### config.mk
export PLATFORM = sky130hd
export DESIGN_NAME = sukt_cell
export DESIGN_NICKNAME = d
export VERILOG_FILES = /design/src/hw/rtl/sukt_pkg.sv /design/src/hw/rtl/sukt_cell.sv
export SDC_FILE = /design/constraint.sdc
export NUM_CORES = 1
export LEC_CHECK = 0
export ABC_AREA = 1
export CAP_MARGIN = 20
export CORE_MARGIN = 2
export CORE_UTILIZATION = 55
export DETAILED_ROUTE_END_ITERATION = 10
export DONT_BUFFER_PORTS = 1
export GPL_ROUTABILITY_DRIVEN = 0
export PLACE_DENSITY = 0.81
export SETUP_SLACK_MARGIN = 0.02
export SYNTH_ARGS = -nofsm -noshare
export SYNTH_HDL_FRONTEND = slang
export SYNTH_SLANG_ARGS = --single-unit
### constraint.sdc
create_clock -name clk -period 2.81 [get_ports clk]
set_input_delay 0.281 -clock clk [delete_from_list [all_inputs] [get_ports clk]]
set_output_delay 0.281 -clock clk [all_outputs]
set_load 0.005 [all_outputs]
### src/hw/rtl/sukt_pkg.sv
// Shared types, widths and codes for the sorted unique key table.
// Used by the interfaces, the slot cell, the core and the checker; no dependencies.
package sukt_pkg;

    localparam int TABLE_DEPTH = 64;
    localparam int KEY_W       = 34;
    localparam int OP_W        = 2;
    localparam int STATUS_W    = 2;
    localparam int SLOT_W      = $clog2(TABLE_DEPTH);
    localparam int COUNT_W     = $clog2(TABLE_DEPTH + 1);

    localparam logic [OP_W-1:0] OP_INSERT = 2'd0;
    localparam logic [OP_W-1:0] OP_REMOVE = 2'd1;
    localparam logic [OP_W-1:0] OP_SEARCH = 2'd2;
    localparam logic [OP_W-1:0] OP_CLEAR  = 2'd3;

    localparam logic [STATUS_W-1:0] ST_DONE   = 2'd0;
    localparam logic [STATUS_W-1:0] ST_DUP    = 2'd1;
    localparam logic [STATUS_W-1:0] ST_ABSENT = 2'd2;
    localparam logic [STATUS_W-1:0] ST_FULL   = 2'd3;

    // Control sent from the core to every slot cell.
    typedef struct packed {
        logic cmp;   // capture compare flags against the incoming key
        logic ins;   // apply an insert shift
        logic rem;   // apply a remove shift
    } cell_ctrl_t;

    // Binary index of the single set bit of a one-hot vector.
    function automatic logic [SLOT_W-1:0] onehot_index(input logic [TABLE_DEPTH-1:0] v);
        logic [SLOT_W-1:0] r;
        r = '0;
        for (int i = 0; i < TABLE_DEPTH; i++) begin
            if (v[i])
            begin
                r = r | SLOT_W'(i);
            end
        end
        return r;
    endfunction

endpackage

### src/hw/rtl/sukt_cell.sv
// One slot of the key table: holds a key, compares it against a request and
// shifts toward its neighbors on insert or remove. Depends on sukt_pkg.
module sukt_cell (
    input  logic                        clk,
    input  sukt_pkg::cell_ctrl_t        ctrl,
    input  logic                        occupied,
    input  logic [sukt_pkg::KEY_W-1:0]  cmp_key,
    input  logic [sukt_pkg::KEY_W-1:0]  new_key,
    input  logic [sukt_pkg::KEY_W-1:0]  prev_key,
    input  logic                        prev_ge,
    input  logic [sukt_pkg::KEY_W-1:0]  next_key,
    output logic [sukt_pkg::KEY_W-1:0]  key_out,
    output logic                        ge,
    output logic                        eq
);

    logic [sukt_pkg::KEY_W-1:0] key_reg;
    logic                       ge_reg;
    logic                       eq_reg;

    // ge marks the slots at or past the request key's ordered place; an empty
    // slot always counts as past it.
    always_ff @(posedge clk)
    begin
        if (ctrl.cmp)
        begin
            ge_reg <= !occupied || (cmp_key >= key_reg);
            eq_reg <= occupied && (cmp_key == key_reg);
        end
    end

    always_ff @(posedge clk)
    begin
        if (ctrl.ins && ge_reg)
        begin
            key_reg <= prev_ge ? prev_key : new_key;
        end
        else if (ctrl.rem && ge_reg)
        begin
            key_reg <= next_key;
        end
    end

    assign key_out = key_reg;
    assign ge      = ge_reg;
    assign eq      = eq_reg;

endmodule

## After elaboration in Yosys (flattened, before gate mapping)

Index checks and enable logic that the tools add are counted.

| cells by class | value |
|---|---|
| order comparisons | 1 |
| eq/ne operators | 1 |
| multiplexer cells | 3 |
| reduce and logical (&&, ||, !) cells | 6 |

Operators with widths:

| cell | count |
|---|---|
| two-way mux 34 bit | 3 |
| equality test 34 bit | 1 |
| >= comparator 34 bit | 1 |
| logical AND 1 bit | 3 |
| nonzero test 2 bit | 1 |
| zero test 1 bit | 1 |
| logical OR 1 bit | 1 |

| word-level totals | value |
|---|---|
| register bits after elaboration | 36 |
| word-level logic and storage cells | 14 |

## Longest topological paths before layout

| depth | value |
|---|---|
| depth after elaboration | 3 |
| depth in mapped cells | 14 |
| gate-level depth less buffers | 14 |

## Worst setup path before layout

No wires, ideal clock.

| timing | value |
|---|---|
| path kind | reg-to-reg |
| start point | reg ge_reg, in the netlist ge |
| end point | reg key_reg (netlist bit key_out[0]), enable pin |
| library setup time | 0.491 ns |
| data arrival time | 1.361 ns |
| path slack | 0.958 ns |
| stages on the path, launching flop included | 4 |
| buffers on the path | 1 |
| path through | edfxtp_1 -> nand2_2 -> buf_2 -> nand2_1 |

| on the way | value |
|---|---|
| cells in the longest elaborated chain, start to end | 2 |

Ends and longest elaborated chain:

| item | line | source |
|---|---|---|
| start: declaration | sukt_cell.sv:18 | `logic ge_reg;` |
| start signal: assignment | sukt_cell.sv:27 | `ge_reg <= !occupied \|\| (cmp_key >= key_reg);` |
| logical AND 1 bit, on equally long branches | sukt_cell.sv:34, sukt_cell.sv:38 |  |
| nonzero test 2 bit (no source line) * | n/a |  |
| end signal: assignment | sukt_cell.sv:36 | `key_reg <= prev_ge ? prev_key : new_key;` |
| end signal: assignment | sukt_cell.sv:40 | `key_reg <= next_key;` |
| end: declaration | sukt_cell.sv:17 | `logic [sukt_pkg::KEY_W-1:0] key_reg;` |

Every way passes the cells marked *; elsewhere a longest branch is shown, timed or not.
A chain may end at the register's enable or synchronous reset.

## Final worst setup path

| timing | value |
|---|---|
| start point | reg ge_reg, in the netlist ge |
| end point | reg key_reg (netlist bit key_out[19]) (data pin) |

| on the way | value |
|---|---|
| cells in the longest elaborated chain, start to end | 2 |

Ends and longest elaborated chain:

| item | line | source |
|---|---|---|
| logical AND 1 bit | sukt_cell.sv:34 | `if (ctrl.ins && ge_reg)` |
| two-way mux 34 bit | sukt_cell.sv:34 |  |

No other way between the ends.

==> flow_metrics.tcl <==
set metrics [dict create \
    synth-seq-cells 36 \
    avgSynthCellArea_sq_um 7.95 \
    whs_path_depth 0 \
    worst_ep_required_time_ns 2.85 \
    ys_warn_count 0 \
    power_frac_comb_pct 22.9 \
    vias 2345 \
    worstPathMaxFanout 35 \
    fin_tns_setup_ns 0 \
    syn_inst 346 \
    leakage_uw 0.00137 \
    cts_buffers 5 \
    finalCritPeriodShare_pct 64.4 \
    syn_nets 522 \
    wirelength_um 7120 \
    grt_overflow 0 \
    finalSetupViolations 0 \
    fp.dieH_um 74.7 \
    netSwitchingPower_uw 433 \
    htree_num_levels 2 \
    n_antenna_cell 0 \
    grt_use_total_pct 24.4 \
    grt_pass1_vias 2304 \
    syn_area_sq_um 2750 \
    detail-route-antenna-nets 0 \
    rsz0062_at_grt "false" \
    cp-startpoint "ge" \
    hold_viol_final 0 \
    reg2reg_to "key_out[19]" \
    grt_max_degree 36 \
    p_int_uw 956 \
    cts-root-buf "clkbuf_8" \
    drc 0 \
    finalNonFillerCells 410 \
    yosys.area.top_type_share_pct 39.3 \
    layout_common_cells "a21oi_1, nand2_1, inv_1" \
    startpoint_type "flip-flop" \
    cts_setup_buffers 0 \
    clock_sinks 36 \
    critical_path_class "flip-flop to flip-flop" \
    r2r_setup_slack_ns 1.0 \
    clock_skew_ns 0.00502 \
    antenna_found_initial 0 \
    num_io_pins 178 \
    clk_pin_slew_worst_paths_ns 0.08 \
    largest_register_ffs 34 \
    avgRoutedWirePerCell_um 17.4 \
    worstHoldEndpoint "ge" \
    portBuffers 0 \
    p_seq_share_pct 51.1 \
    powerDensity_nw_per_um2 484 \
    die_width_um 74.7 \
    rows 25 \
    ir_worst_vdd_uv 333 \
    fillers 429 \
    worst_ep_arrival_time_ns 1.85 \
    min_from "ctrl[2]" \
    status "completed" \
    dieArea_sq_um 5580 \
    grt_pass1_wl_um 10100 \
    p_clk_share_pct 26.0 \
    r2r_cells 5 \
    firstDrtPassIters 4 \
    p_sw_share_pct 31.1 \
    hpwl_um 5460 \
    core_sq_um 4790 \
    slew_headroom_pct 49.7 \
    hp-class "input pin to flip-flop" \
    start_util_pct 57.5 \
    end_kind "flip-flop" \
    drive_above_1_share_pct 6.41 \
    cts_tree "built" \
    seq_area_frac_synth_pct 39.3 \
    maxCapViolCount 0 \
    cts_resized 0 \
    clockBufferDepth 2 \
    avgViaCountPerCell 5.72 \
    syn_to_final_growth_pct 4.32 \
    dp_cells 402 \
    synth_top_area_cell "edfxtp_1" \
    fmax_ghz 0.552 \
    drv_slew 0 \
    min_period_ns 1.81 \
    insertion_delay_ns 0.28 \
    drtIter0Drc 100 \
    worstMarginPinSlew_ns 0.753 \
    yosys.cell_types.count 21 \
    final_common_cell "a21oi_1" \
    ctsHoldBuffers 0 \
    final_nets 518 \
    synthTopCellsByArea "edfxtp_1, ha_1, a21oi_1" \
    rr_startpoint "ge" \
]
==> worst max-delay path by stage <==
stage,cells after the start,slack [ns],end
5_1_grt,5,0.88,key_out[0]
3_5_place_dp,5,1.02,key_out[28]
6_report,5,1.0,key_out[19]
3_3_place_gp,5,1.09,key_out[0]
2_1_floorplan,3,0.96,key_out[0]
4_1_cts,5,1.01,key_out[19]
==> area by class of cell <==
| cell class | instances | area, sq um | area share (%) |
|---|---|---|---|
| Inverter | 51 | 191 | 6.67 |
| Tap cell | 67 | 83.8 | 2.92 |
| Clock inverter | 3 | 13.8 | 0.480 |
| Multi-Input combinational cell | 246 | 1400 | 48.9 |
| Sequential cell | 36 | 1080 | 37.7 |
| Clock buffer | 5 | 68.8 | 2.40 |
| Timing Repair Buffer | 2 | 27.5 | 0.959 |
==> worst max-delay path, stage by stage (launching register included) <==
cell,delay [ns]
edfxtp_1,0.46
nand2_2,0.11
buf_4,0.35
inv_2,0.36
nor2_1,0.22
a21oi_1,0.06
==> cells by family (layout without fill, tap and decap cells) <==
kind of cell | Yosys count | in the layout | share of synthesized area (%)
and+or+nand+nor | 124 | 124 | 19.4
AOI/OAI and AO/OA | 88 | 88 | 16.2
buffers and inverters | 64 | 61 | 9.69
DFF | 36 | 36 | 39.3
adders and majority gates | 34 | 34 | 15.5
==> cell usage after synthesis <==
| cell type | count |
|---|---|
| and3_1 | 1 |
| inv_2 | 2 |
| nand3_1 | 6 |
| ha_1 | 34 |
| a21o_1 | 1 |
| nor4_2 | 1 |
| inv_1 | 49 |
| nand2_2 | 4 |
| nand2_1 | 66 |
| nand3_2 | 1 |
| a211oi_1 | 1 |
| a21oi_1 | 80 |
| nor2_4 | 2 |
| buf_2 | 9 |
| buf_4 | 4 |
| o21ai_0 | 6 |
| nor2_1 | 40 |
| nor3_2 | 1 |
| nand4_2 | 1 |
| nor2_2 | 1 |
| edfxtp_1 | 36 |
==> metal layers <==
metal  global-route usage, %  part of all wire [%]  vias to the layer above
met1                    24.9                    36                     1067
met5                       0                     0                        -
met4                    10.9                   1.8                        0
met2                    44.7                    52                      125
met3                    8.30                    11                       12
li1                        -                     -                     1141
==> power by group through the flow <==
stage	Combinational [uW]	Clock [uW]	Sequential [uW]
floorplan	261	0	709
global placement	301	0	722
detailed placement	318	0	724
CTS	321	365	711
global route	370	385	718
finish	318	361	710
==> stage by stage <==
stage	power [uW]	util, %	hold WS (ns)	area, sq um	worst slack, ns
4_1_cts	1400	60.0	0.0924	2870	1.01
3_3_place_gp	1020	58.2	0.394	2790	1.09
6_report	1390	60.0	0.101	2870	1.00
5_1_grt	1470	60.0	0.0869	2870	0.885
2_1_floorplan	970	-	0.393	2750	0.958
3_5_place_dp	1040	58.2	0.394	2790	1.02
(Power assumes the default switching activity.)
